$ cat src/rtl/lkvc_pkg.sv
// Shared types and constants of the key/value cache.
package lkvc_pkg;

  localparam int KEY_W  = 32;
  localparam int DATA_W = 32;
  localparam int CAP_W  = 5;
  localparam logic [CAP_W-1:0] CAP_RESET = 5'd16;

  typedef enum logic {
    MODE_READ  = 1'b0,
    MODE_WRITE = 1'b1
  } mode_t;

  // Decision for the request at the head of the pipeline.
  typedef struct packed {
    logic found;    // key present before this request
    logic write;    // request writes a value
    logic reuse;    // write miss replaces the least recent entry
    logic age_all;  // write miss fills a free entry, every valid entry ages
  } lkvc_ctl_t;

endpackage

$ cat src/rtl/lru_key_value_cache.sv
// Top level of the fully associative key/value cache with LRU replacement.
//
//  channel  | direction | signals                              | payload
//  ---------+-----------+--------------------------------------+--------------------------
//  s_       | in        | s_tvalid s_tready s_tdata s_tuser    | key, value / mode
//  m_       | out       | m_tvalid m_tready m_tdata m_tuser    | read_value / found
//  cfg_     | in        | cfg_valid cfg_ready cfg_data         | cache_capacity
//
// One request is taken per cycle unless the output stalls; each result is registered.
// The rate is set by the parallel key compare and rank update over all entries.
// Reset is synchronous and clears the valid bits, occupancy and capacity (to 16) at once.
// A stalled result holds in the output register while one more request waits in the input
// register; only when both are full is s_tready low.
module lru_key_value_cache import lkvc_pkg::*; #(
  parameter int ENTRIES = 16
) (
  input  logic              clk,
  input  logic              rst,
  input  logic              s_tvalid,
  output logic              s_tready,
  input  logic [63:0]       s_tdata,   // [31:0] lookup_key, [63:32] store_value
  input  logic [0:0]        s_tuser,   // [0] mode
  output logic              m_tvalid,
  input  logic              m_tready,
  output logic [31:0]       m_tdata,   // [31:0] read_value
  output logic [0:0]        m_tuser,   // [0] found
  input  logic              cfg_valid,
  output logic              cfg_ready,
  input  logic [CAP_W-1:0]  cfg_data
);

  localparam int RANK_W = (ENTRIES > 1) ? $clog2(ENTRIES) : 1;
  localparam int OCC_W  = $clog2(ENTRIES + 1);

  logic              req_valid;
  mode_t             req_mode;
  logic [KEY_W-1:0]  req_key;
  logic [DATA_W-1:0] req_value;

  logic              out_valid;
  logic              out_found;
  logic [DATA_W-1:0] out_value;

  logic [CAP_W-1:0]  capacity;

  logic [ENTRIES-1:0] entry_valid;
  logic [KEY_W-1:0]   entry_key [ENTRIES];
  logic [RANK_W-1:0]  entry_rank [ENTRIES];
  logic [OCC_W-1:0]   occupancy;
  logic [DATA_W-1:0]  hit_data;
  logic [ENTRIES-1:0] hit_vec;
  logic [ENTRIES-1:0] slot_vec;
  logic [RANK_W-1:0]  old_rank;
  lkvc_ctl_t          ctl;
  logic               advance;
  logic [DATA_W-1:0]  read_value;

  assign advance  = req_valid && (!out_valid || m_tready);
  assign s_tready = !req_valid || advance;
  assign cfg_ready = 1'b1;

  assign m_tvalid = out_valid;
  assign m_tdata  = out_value;
  assign m_tuser  = out_found;

  assign read_value = (ctl.found && req_mode == MODE_READ) ? hit_data : '0;

  always_ff @(posedge clk) begin
    if (rst) begin
      capacity <= CAP_RESET;
    end else if (cfg_valid && cfg_ready) begin
      capacity <= cfg_data;
    end
  end

  always_ff @(posedge clk) begin
    if (rst) begin
      req_valid <= 1'b0;
      out_valid <= 1'b0;
    end else begin
      if (s_tvalid && s_tready) begin
        req_valid <= 1'b1;
      end else if (advance) begin
        req_valid <= 1'b0;
      end
      if (advance) begin
        out_valid <= 1'b1;
      end else if (m_tready) begin
        out_valid <= 1'b0;
      end
    end
  end

  always_ff @(posedge clk) begin
    if (s_tvalid && s_tready) begin
      req_mode  <= mode_t'(s_tuser[0]);
      req_key   <= s_tdata[31:0];
      req_value <= s_tdata[63:32];
    end
    if (advance) begin
      out_found <= ctl.found;
      out_value <= read_value;
    end
  end

  lkvc_select #(
    .ENTRIES (ENTRIES),
    .RANK_W  (RANK_W),
    .OCC_W   (OCC_W)
  ) u_select (
    .entry_valid (entry_valid),
    .entry_key   (entry_key),
    .entry_rank  (entry_rank),
    .occupancy   (occupancy),
    .capacity    (capacity),
    .mode        (req_mode),
    .lookup_key  (req_key),
    .hit_vec     (hit_vec),
    .slot_vec    (slot_vec),
    .old_rank    (old_rank),
    .ctl         (ctl)
  );

  lkvc_store #(
    .ENTRIES (ENTRIES),
    .RANK_W  (RANK_W),
    .OCC_W   (OCC_W)
  ) u_store (
    .clk         (clk),
    .rst         (rst),
    .apply       (advance),
    .ctl         (ctl),
    .hit_vec     (hit_vec),
    .slot_vec    (slot_vec),
    .old_rank    (old_rank),
    .lookup_key  (req_key),
    .store_value (req_value),
    .entry_valid (entry_valid),
    .entry_key   (entry_key),
    .entry_rank  (entry_rank),
    .occupancy   (occupancy),
    .hit_data    (hit_data)
  );

endmodule

$ cat src/rtl/lkvc_select.sv
// Parallel key match, victim and free slot choice for one request.
module lkvc_select import lkvc_pkg::*; #(
  parameter int ENTRIES = 16,
  parameter int RANK_W  = (ENTRIES > 1) ? $clog2(ENTRIES) : 1,
  parameter int OCC_W   = $clog2(ENTRIES + 1)
) (
  input  logic [ENTRIES-1:0] entry_valid,
  input  logic [KEY_W-1:0]   entry_key [ENTRIES],
  input  logic [RANK_W-1:0]  entry_rank [ENTRIES],
  input  logic [OCC_W-1:0]   occupancy,
  input  logic [CAP_W-1:0]   capacity,
  input  mode_t              mode,
  input  logic [KEY_W-1:0]   lookup_key,
  output logic [ENTRIES-1:0] hit_vec,
  output logic [ENTRIES-1:0] slot_vec,
  output logic [RANK_W-1:0]  old_rank,
  output lkvc_ctl_t          ctl
);

  localparam int CMP_W = ((OCC_W > CAP_W) ? OCC_W : CAP_W) + 1;

  logic [ENTRIES-1:0] victim_vec;
  logic [ENTRIES-1:0] free_vec;
  logic [ENTRIES-1:0] empty_vec;
  logic [OCC_W-1:0]   occ_m1;
  logic [CMP_W-1:0]   occ_ext;
  logic [CMP_W-1:0]   cap_eff;
  logic               full;

  assign occ_m1    = occupancy - OCC_W'(1);
  assign empty_vec = ~entry_valid;
  // Lowest set bit of the empty vector picks the lowest-numbered free entry.
  assign free_vec  = empty_vec & (~empty_vec + ENTRIES'(1));

  always_comb begin
    for (int i = 0; i < ENTRIES; i++) begin
      hit_vec[i]    = entry_valid[i] && (entry_key[i] == lookup_key);
      // Ranks of valid entries are always a permutation of 0..occupancy-1.
      victim_vec[i] = entry_valid[i] && (entry_rank[i] == RANK_W'(occ_m1));
    end
  end

  always_comb begin
    occ_ext = CMP_W'(occupancy);
    cap_eff = (capacity == '0) ? CMP_W'(1) : CMP_W'(capacity);
    full    = (occ_ext >= CMP_W'(ENTRIES)) || (occ_ext >= cap_eff);
  end

  always_comb begin
    ctl.found   = |hit_vec;
    ctl.write   = (mode == MODE_WRITE);
    ctl.reuse   = !ctl.found && ctl.write && full;
    ctl.age_all = !ctl.found && ctl.write && !full;
    if (ctl.found) begin
      slot_vec = hit_vec;
    end else if (ctl.reuse) begin
      slot_vec = victim_vec;
    end else begin
      slot_vec = free_vec;
    end
  end

  always_comb begin
    old_rank = '0;
    for (int i = 0; i < ENTRIES; i++) begin
      old_rank = old_rank | (slot_vec[i] ? entry_rank[i] : '0);
    end
  end

endmodule

$ cat src/rtl/lkvc_store.sv
// Entry registers of the cache and their update for one request.
module lkvc_store import lkvc_pkg::*; #(
  parameter int ENTRIES = 16,
  parameter int RANK_W  = (ENTRIES > 1) ? $clog2(ENTRIES) : 1,
  parameter int OCC_W   = $clog2(ENTRIES + 1)
) (
  input  logic               clk,
  input  logic               rst,
  input  logic               apply,
  input  lkvc_ctl_t          ctl,
  input  logic [ENTRIES-1:0] hit_vec,
  input  logic [ENTRIES-1:0] slot_vec,
  input  logic [RANK_W-1:0]  old_rank,
  input  logic [KEY_W-1:0]   lookup_key,
  input  logic [DATA_W-1:0]  store_value,
  output logic [ENTRIES-1:0] entry_valid,
  output logic [KEY_W-1:0]   entry_key [ENTRIES],
  output logic [RANK_W-1:0]  entry_rank [ENTRIES],
  output logic [OCC_W-1:0]   occupancy,
  output logic [DATA_W-1:0]  hit_data
);

  logic [DATA_W-1:0] entry_data [ENTRIES];
  logic              touch;

  assign touch = apply && (ctl.found || ctl.write);

  always_comb begin
    hit_data = '0;
    for (int i = 0; i < ENTRIES; i++) begin
      hit_data = hit_data | (hit_vec[i] ? entry_data[i] : '0);
    end
  end

  always_ff @(posedge clk) begin
    if (rst) begin
      entry_valid <= '0;
      occupancy   <= '0;
    end else if (touch) begin
      entry_valid <= entry_valid | slot_vec;
      if (ctl.age_all) begin
        occupancy <= occupancy + OCC_W'(1);
      end
    end
  end

  always_ff @(posedge clk) begin
    if (touch) begin
      for (int i = 0; i < ENTRIES; i++) begin
        if (slot_vec[i]) begin
          entry_rank[i] <= '0;
          if (ctl.write) begin
            entry_data[i] <= store_value;
          end
          if (ctl.write && !ctl.found) begin
            entry_key[i] <= lookup_key;
          end
        end else if (entry_valid[i] && (ctl.age_all || entry_rank[i] < old_rank)) begin
          entry_rank[i] <= entry_rank[i] + RANK_W'(1);
        end
      end
    end
  end

endmodule

$ cat config.mk
export PLATFORM = sky130hd
export DESIGN_NAME = lru_key_value_cache
export DESIGN_NICKNAME = d
export VERILOG_FILES = /design/src/rtl/lkvc_pkg.sv /design/src/rtl/lru_key_value_cache.sv /design/src/rtl/lkvc_select.sv /design/src/rtl/lkvc_store.sv
export SDC_FILE = /design/constraint.sdc
export NUM_CORES = 1
export LEC_CHECK = 0
export BUFFER_PORTS_ARGS = -buffer_cell sky130_fd_sc_hd__buf_2
export CAP_MARGIN = 20
export CELL_PAD_IN_SITES_DETAIL_PLACEMENT = 0
export CELL_PAD_IN_SITES_GLOBAL_PLACEMENT = 1
export CORE_ASPECT_RATIO = 0.9
export CORE_MARGIN = 5
export CORE_UTILIZATION = 54
export CTS_CLUSTER_DIAMETER = 100
export DETAILED_ROUTE_END_ITERATION = 8
export PLACE_DENSITY_LB_ADDON = 0.1
export SKIP_CTS_REPAIR_TIMING = 1
export SYNTH_ARGS = -nofsm -noshare
export SYNTH_HDL_FRONTEND = slang
export SYNTH_SLANG_ARGS = --single-unit
$ cat constraint.sdc
create_clock -name clk -period 6.4 [get_ports clk]
set_input_delay 1.28 -clock clk [delete_from_list [all_inputs] [get_ports clk]]
set_output_delay 1.28 -clock clk [all_outputs]
set_load 0.01 [all_outputs]
---- Yosys cells after proc, flatten, opt, wreduce, memory -nomap -nowiden ----
Memories as Yosys holds them, arrays and structs flattened.
Index checks and enable logic that the tools add are counted.
Widths: inputs -> output; s select.
word-level totals
  register bits ........................... 702
  bits in latches ......................... 0
  memory bits (writable) .................. 512
  ROM bits ................................ 0
  input bits .............................. 75
  logic and storage cells ................. 383
  memories kept ........................... 1
memory list
  memory              depth  width  read ports  clocked after memory_dff  write ports  line              RTL
  u_store.entry_data  16     32     16          0                         16           lkvc_store.sv:23  logic [DATA_W-1:0] entry_data [ENTRIES];
cells by class
  add/sub/neg operators ................... 19
  multipliers ............................. 0
  div/mod/pow operators ................... 0
  order comparisons ....................... 18
  eq/ne operators ......................... 32
  shift operators ......................... 0
  mux-type cells .......................... 104
  bitwise gates (word level) .............. 35
  reductions and logical operators ........ 132
operators with widths
  cell                   count
  $eq 32x32->1           16
  $mux 32                16
  $or 32x32->32          15
  $mux 4                 32
  $add 4x1->4 const B    16
  $eq 4x4->1             16
  $lt 4x4->1             16
  $or 4x4->4             15
  $logic_and 1x1->1      55
  $mux 1                 53
  $reduce_and 3->1       16
  $reduce_bool 2->1      18
  $reduce_and 2->1       17
  $mux 16                2
  $not 16->16            2
  $logic_or 1x1->1       20
  $add 16x1->16 const B  1
  $and 16x16->16         1
  $or 16x16->16          1
  $reduce_or 16->1       1
  $add 5x1->5 const B    1
  $ge 5x5->1             1
  $ge 5x5->1 const B     1
  $logic_not 5->1        1
  other kinds (4)        7

---- Longest topological paths before layout ----
Gate-level depths: netlist (run 1).
  depth in word-level cells ............... 29
  depth in mapped cells ................... 21

---- Cells and area by module ----
A second synthesis (run 1) with hierarchy kept.
second synthesis, totals
  cell total of the unflattened synthesis .. 3336
  area, all modules ....................... 51916.0 µm²
by module, submodules not included
  module               times used  cells each  area each (µm²)
  lkvc_store           1           1845        38461.9
  lkvc_select          1           1329        9963.3
  lru_key_value_cache  1           162         3490.8

---- Worst setup path before layout (run 1) ----
OpenSTA, ideal clock, no wires.
  path kind ............................... input port to flip-flop
  from .................................... input port m_tready
  to ...................................... memory u_store.entry_data[0][0] (enable)
  library setup time ...................... 0.432 ns
  arrival time ............................ 5.337 ns
  data required time ...................... 5.968 ns
  setup slack ............................. 0.631 ns
  stages on the path ...................... 5
  buffers on the path ..................... 1
  cell sequence ........................... nor2b_1 > nor2b_1 > nand2_1 > clkbuf_1 > a21oi_1
RTL lines
  element             line                       RTL
  start: declaration  lru_key_value_cache.sv:24  input logic m_tready,
  end: declaration    lkvc_store.sv:23

---- Final worst setup path (run 1) ----
  from .................................... register req_key[26]
  to ...................................... register u_store.entry_rank[8] (netlist name) (enable)
on the way
  longest elaborated chain between the ends .. 29
  elaborated cells on any way between the ends .. 77
  those cells by class .................... order compare: 1; eq/ne: 16; mux: 18; bitwise: 15; reduce/logical: 27
RTL lines
  element                         line                                  RTL
  start: declaration              lru_key_value_cache.sv:37             logic [KEY_W-1:0] req_key;
  start signal: assignment        lru_key_value_cache.sv:97             req_key <= s_tdata[31:0];
  $eq 32x32->1                    lkvc_select.sv:37                     hit_vec[i] = entry_valid[i] && (entry_key[i] == lookup_key);
  $logic_and 1x1->1               lkvc_select.sv:37
  $reduce_or 16->1                lkvc_select.sv:50                     ctl.found = |hit_vec;
  $logic_not 1->1                 lkvc_select.sv:52, lkvc_select.sv:53
  $logic_and 1x1->1               lkvc_select.sv:52, lkvc_select.sv:53
  $logic_and 1x1->1               lkvc_select.sv:52                     ctl.reuse = !ctl.found && ctl.write && full;
  $mux 16                         lkvc_select.sv:56                     end else if (ctl.reuse) begin
  $mux 16                         lkvc_select.sv:54                     if (ctl.found) begin
  $mux 4                          lkvc_select.sv:66                     old_rank = old_rank | (slot_vec[i] ? entry_rank[i] : '0);
  $or 4x4->4 (15 in a row)        lkvc_select.sv:66
  $lt 4x4->1                      lkvc_store.sv:58                      end else if (entry_valid[i] && (ctl.age_all || entry_rank[i] < old_rank)) begin
  $logic_or 1x1->1                lkvc_store.sv:58
  $logic_and 1x1->1               lkvc_store.sv:58
  $reduce_bool 2->1 (no line)     -
  $reduce_and 2->1 (no line) (*)  -
  end signal: indexed assignment  lkvc_store.sv:59                      entry_rank[i] <= entry_rank[i] + RANK_W'(1);
  end: declaration                lkvc_store.sv:18                      output logic [RANK_W-1:0] entry_rank [ENTRIES],
Mark *: on every way between the ends. The rest lies on a longest branch, timed or not.
A chain may end at the register's enable or synchronous reset.

==> metrics, run 1 <==
Avg Inst Size Synth between 15 and 20 um^2; Final Cell Area about 59,000 um^2; Setup crit end u_store.entry_rank[8]; Congestion Overflow GR 0; Remaining DRCs 0; most common flop cell mapped by yosys edfxtp_1; reg-to-reg endpoint u_store.entry_rank[8]; CP endpoint kind flip-flop; r2r setup slk around 0.74 ns; largest net degree at the start of global routing 55; EDFF count, synth between 1k and 1.5k; Worst Setup Start Kind flip-flop; Worst path slowest cell edfxtp_1; antenna viol nets, final 0; die footprint slightly above 100,000 um^2; #FFs+latches synth about 1.2k; Slew HR 22.99%; final hold vios 0; status completed; leakage power 18.45 nW; GPL Wtd Cong ~1; initial antenna violation count 2; Worst Path Arrival 6.01 ns; vias in the first global route 31.80k; register area share after synthesis between 60% and 70%; Total Wirelength approximately 160 mm; final setup violation count 0; HP Class reg2reg; Clock Sinks 1,214; Worst Path Max Fanout 12; uppermost layer routed met5; Netlist cell types 85; die height just over 300 um; Placed Area 54,770 um^2; CTS clk-pin slew, worst paths approximately 0.060 ns; internal cell power 12.97 mW; Mapped Cells approximately 3.4k; Iter 0 DRT Violations about 4.1k; final period utilization between 80 and 90%; drt wl/cell approximately 32 um; nets 3,703; most common cell type on the critical path buf_4; part of the power in the clock network a little over two fifths; Post-Synthesis Cell Area between 50,000 and 60,000 um^2; area share of the largest cell type after synthesis roughly two thirds; RSZ-0062 raised after global routing false; Slew Limit Fails 0; core area ~96,000 um^2; CP cell instances xnor2_1, nand4_1, nor4_1, nor3b_4, nor4_2, nand4_2, buf_4, o21bai_1, a22o_1, a221oi_1, nand4_1, a221oi_2, buf_4, buf_4, ha_1, a211o_1, a21oi_1; Synth-to-Final Area Change 12.47%; WL met1 just under 70 mm; root buf cell clkbuf_16; vias 32.46k; Total Routing Usage GR 30.40%; row cnt about 110; CTS Buf Count approximately 120; largest area contributor in the netlist edfxtp_1; HPWL Detailed around 95 mm; slowest stage delay, CP roughly 0.59 ns; routed wl met2 about 70 mm; synth top area cells edfxtp_1 (68%), xnor2_1 (8.1%), nand4_1 (2.5%); Tmin final 5.661 ns; Starting Density between 50% and 60%; placed cell count roughly 4.7k; Final TNS setup 0 ns; class of the most critical setup path reg2reg; CTS Buffer Depth 3; part of the power in registers 53.4%; Non-Filler Instances 4,956; I/O Buffers about 110; Vias/cell 6.550; fmax about 180 MHz; Die Span X between 300 and 400 um; FF-to-FF path depth 17; first-pass GRT wire length about 230 mm; combinational power share approximately 4.5%; final hold slack between 0.5 and 0.6 ns; clock skew about 0.086 ns; required time of the critical path around 6.8 ns; yosys warns 0; Clock H-tree levels 3; Sw Pwr 3.613 mW; Pre-antenna DRT Iters 6; R2R Path Start req_key[26]; Mapped Nets 3,527; net switching fraction of the power 21.78%; Post-synth ARST share 0%; ratio of cells with drive above 1 in the final layout between 10 and 15%; io pins between 100 and 150; post-route setup slack 0.7389 ns; PD cells roughly 280 nW/um^2; ant diodes 0; met3 wire length approximately 16 mm; measured slew at the worst slew-check pin 1.145 ns; worst ir drop on vdd 258.7 uV; worst skew pair latency 0.76 ns; max cap viols 0; CTS tree done; Critical Path Start req_key[26]; pre-CTS WS 0.9666 ns
[critical path: cells and delay by family (launching register included)]
kind	cells	cell delay [ns]
AOI/OAI and AO/OA	6	1.49
xor gates and xnor gates	1	0.53
adders and majority gates	1	0.26
buffers and inverters	3	0.80
DFF	1	0.59
and+or+nand+nor	6	1.58
[state kept, by name (all words and copies together), names as in the netlist, 5 cells and up]
name	cells
u_store.entry_data	512
u_store.entry_key	512
u_store.entry_rank	64
m_tdata	32
req_key	32
req_value	32
u_store.entry_valid	16
capacity	5
u_store.occupancy	5
[how the worst min path moves through the flow]
stage	from	slack [ns]	cells after the start	end
floorplan	capacity[1]	0.46	2	capacity[1]
global placement	capacity[3]	0.48	2	capacity[3]
detailed placement	capacity[3]	0.49	2	capacity[3]
CTS	capacity[3]	0.51	2	capacity[3]
global route	capacity[3]	0.54	2	capacity[3]
finish	capacity[3]	0.50	2	capacity[3]
[metal layers]
metal  up-vias  global-route usage [%]
li1      13690                       -
met1     16610                   46.26
met2      1867                   45.57
met3       292                   5.775
met4         2                   7.977
met5         -                       0
[area by class of cell]
| type | instances | area, um^2 |
|---|---|---|
| fillers | 7187 | 37530 |
| flip-flops and latches | 1214 | 36170 |
| multi-input cells | 1938 | 14820 |
| clock buffers | 148 | 3097 |
| repair buffers | 252 | 1957 |
| well taps | 1265 | 1583 |
| clock inverters | 76 | 819.5 |
| inverters | 63 | 236.5 |
[cell usage in the layout, fill, tap and decap left out, types with 40 or more instances in the layout]
cell | Yosys | routed
xnor2_1 | 482 | 482
edfxtp_1 | 1186 | 1186
nor4_1 | 58 | 58
inv_1 | 62 | 62
nand3_1 | 73 | 73
xor2_1 | 113 | 113
and3_1 | 58 | 46
nor2_1 | 144 | 133
a22oi_1 | 73 | 73
nand4_1 | 209 | 209
clkbuf_16 | 0 | 119
nand2_1 | 51 | 50
nor3_1 | 41 | 41
a22o_1 | 106 | 106
a221oi_1 | 114 | 113
buf_2 | 21 | 109
a21oi_1 | 50 | 46
ha_1 | 40 | 40
buf_4 | 38 | 116
[stage by stage]
stage	util, %	power, mW
2_1_floorplan	-	9.452
3_3_place_gp	56.93	9.751
3_5_place_dp	56.93	9.764
4_1_cts	61.00	16.68
5_1_grt	61.00	17.09
6_report	61.00	16.59
[cell families (layout without fill, tap and decap cells)]
logic type / count (synthesis) / after routing / share of synthesized area (%)
xor+xnor: 611 / 611 / 10.69
mux: 13 / 13 / 0.2494
compound gates: 511 / 511 / 7.599
buf+inv: 260 / 539 / 2.690
other cells: 1 / 1 / 0.007187
fa+ha+maj: 54 / 54 / 1.257
flops: 1214 / 1214 / 69.33
simple gates: 748 / 748 / 8.182
[power by group through the flow]
| stage | Clock (mW) | Sequential (mW) | Combinational (mW) |
|---|---|---|---|
| 6_report | 6.98 | 8.86 | 0.752 |
| 4_1_cts | 7.08 | 8.86 | 0.742 |
| 5_1_grt | 7.44 | 8.86 | 0.791 |
| 2_1_floorplan | 0 | 9.02 | 0.434 |
| 3_3_place_gp | 0 | 9.02 | 0.733 |
| 3_5_place_dp | 0 | 9.02 | 0.739 |
[synth_stat cells, types with 62 or more instances]
cell and number:
nand3_1 73, a221oi_1 114, nand4_1 209, edfxtp_1 1186
clkbuf_1 91, inv_1 62, nor2_1 144, a22oi_1 73
xnor2_1 482, a22o_1 106, xor2_1 113
No activity file was read; power rests on OpenSTA's default activity.
==> run 2: changes to the inputs <==
Settings changed: CELL_PAD_IN_SITES_DETAIL_PLACEMENT 0 to unset, CELL_PAD_IN_SITES_GLOBAL_PLACEMENT 1 to unset, CORE_UTILIZATION 54 to 60, PLACE_DENSITY set to 0.77, PLACE_DENSITY_LB_ADDON 0.1 to unset, SETUP_SLACK_MARGIN set to 0.4.
==> run 2 against run 1 <==
Design area decreased by 0.23%. Flip-flop and latch count unchanged. Count of clock-buffer cells in the layout decreased by 8. Hold slack got worse by 0.0042 ns. Sequential share of layout area increased by 0.14 points. Sequential power about the same. Routed wire length decreased by 4.1%. First-iteration DRC count increased by 27%. Utilization increased by 7.0 points. Clock skew decreased by 0.023 ns. Register-to-register slack got worse by 0.17 ns. Critical path depth decreased by 1. Critical endpoint is now u_store.entry_rank[26]. Highest routed layer unchanged.
==> metrics, run 2 (synthesized netlist as in run 1, its figures left out) <==
status completed; largest registers u_store.entry_data x512, u_store.entry_key x512, u_store.entry_rank x64; Clock H-tree levels 3 (unchanged); measured slew at the worst slew-check pin 1.135 ns (-0.009292 ns); HPWL Detailed 93.17 mm (-1.5%); CTS tree done; min-delay src capacity[3]; I/O Buffers 109 (unchanged); RSZ-0062 raised after global routing false; utilization after layout 67.97% (+7.0 points); first-pass GRT wire length 217.3 mm (-4.0%); CP endpoint kind flip-flop; Total Routing Usage GR 32.08% (+1.7 points); fmax 171.5 MHz (-2.9%); io pins 111 (unchanged); Worst Path Max Fanout 20 (+8); worst skew pair latency 0.72 ns (-0.04 ns); vias in the first global route 32.04k (+0.73%); required time of the critical path 6.74 ns (about the same); drt wl/cell 31.28 um (-2.0%); WHS Endpoint capacity[3]; Die Span X 320.9 um (-5.0%); nets 3,728 (+0.68%); final period utilization 91.10% (+2.6 points); CTS Buf Count 115 (-3.4%); die footprint 92,970 um^2 (-9.7%); final hold vios 0 (unchanged); Clock Sinks 1,214 (unchanged); Slew HR 24.04% (+1.0 points); Vias/cell 6.804 (+3.9%); CTS Buffer Depth 3 (unchanged); worst hold stages 2 (unchanged); r2r setup slk 0.57 ns (-0.17 ns); die height 289.8 um (-5.0%); largest net degree at the start of global routing 64 (+16%); ratio of cells with drive above 1 in the final layout 14.62% (+0.67 points); FF-to-FF path depth 16 (-1); Remaining DRCs 0 (unchanged); GPL Wtd Cong 1.026 (+5.1%); Synth-to-Final Area Change 12.21%; ant diodes 0 (unchanged); class of the most critical setup path reg2reg; worst ir drop on vdd 257.9 uV (-0.32%); Iter 0 DRT Violations 5,182 (+27%); initial antenna violation count 3 (+1); clock skew 0.06262 ns (-0.02339 ns); max cap viols 0 (unchanged); final setup violation count 0 (unchanged); row cnt 102 (-5.6%); commonest non-fill, non-tap cell in the layout edfxtp_1; Total Wirelength 151.7 mm (-4.1%); HP Class reg2reg; reg-to-reg endpoint u_store.entry_rank[26]; root buf cell clkbuf_16; CTS clk-pin slew, worst paths 0.06 ns (about the same); antenna viol nets, final 0 (unchanged); Tmin final 5.830 ns (+0.1693 ns); Congestion Overflow GR 0 (unchanged); Worst Path Arrival 6.17 ns (+0.16 ns); Worst Setup Start Kind flip-flop; Final TNS setup 0 ns (unchanged); Starting Density 60.57% (+6.3 points); R2R Path Start req_key[14]; Pre-antenna DRT Iters 8 (+2); PD cells 281.5 nW/um^2 (-0.39%); vias 33.01k (+1.7%); Final Power 16.48 mW (-0.62%); most frequent cells in the layout edfxtp_1 (1,186), xnor2_1 (482), nand4_1 (209); Slew Limit Fails 0 (unchanged); core area 86,150 um^2 (-10%); leakage power 18.50 nW (+0.24%)
[run 2: worst max-delay path by stage]
stage	endpoint	from
floorplan	u_store.entry_data[0][0]	m_tready
global placement	u_store.entry_rank[2]	req_key[11]
detailed placement	u_store.entry_rank[2]	req_key[24]
CTS	u_store.entry_rank[26]	req_key[11]
global route	u_store.entry_rank[7]	req_key[14]
finish	u_store.entry_rank[26]	req_key[14]
[run 2: area by class of cell]
class / instances / area [um^2]
Clock buffer: 140 / 3013
Clock inverter: 71 / 778.2
Fill cell: 5673 / 27600
Inverter: 63 / 236.5
Multi-Input combinational cell: 1938 / 14820
Sequential cell: 1214 / 36170
Tap cell: 1144 / 1431
Timing Repair Buffer: 281 / 2100
[run 2: where the power goes]
group / internal (mW) / switching [mW] / total [mW]
sequential: 8.78 / 0.0971 / 8.88
combinational: 0.263 / 0.477 / 0.740
clock: 3.85 / 3.02 / 6.87
[run 2: per-stage QoR]
step / hold WS (ns) / area (um^2) / cells / setup WS (ns)
3_3_place_gp: 0.4784 / 54610 / 4626 / 0.7380
4_1_cts: 0.5096 / 58430 / 4838 / 0.4878
6_report: 0.4963 / 58550 / 4851 / 0.5696
2_1_floorplan: 0.4604 / 52180 / 3412 / 0.6314
5_1_grt: 0.5209 / 58550 / 4851 / 0.4245
3_5_place_dp: 0.4950 / 54630 / 4627 / 0.5713
[run 2: worst max-delay path, cell delays in order, from the launching register on]
cell and delay (ns):
edfxtp_1 0.65, buf_12 0.28, xnor2_1 0.29, nand2_1 0.09
or4b_4 0.55, nor4_4 0.53, nor4_1 0.16, nand4_2 0.27
buf_4 0.30, o21ai_1 0.14, a222oi_1 0.42, nand4_1 0.22
a221oi_2 0.36, buf_4 0.27, ha_1 0.25, a211o_1 0.26
a21oi_1 0.39
[run 2: layer usage]
metal,up-vias,routed length [um],track usage (%)
met5,-,21,0
met4,4,6003,11.35
met3,397,20390,9.282
met2,2431,67220,48.46
met1,16460,58080,45.37
li1,13710,-,-
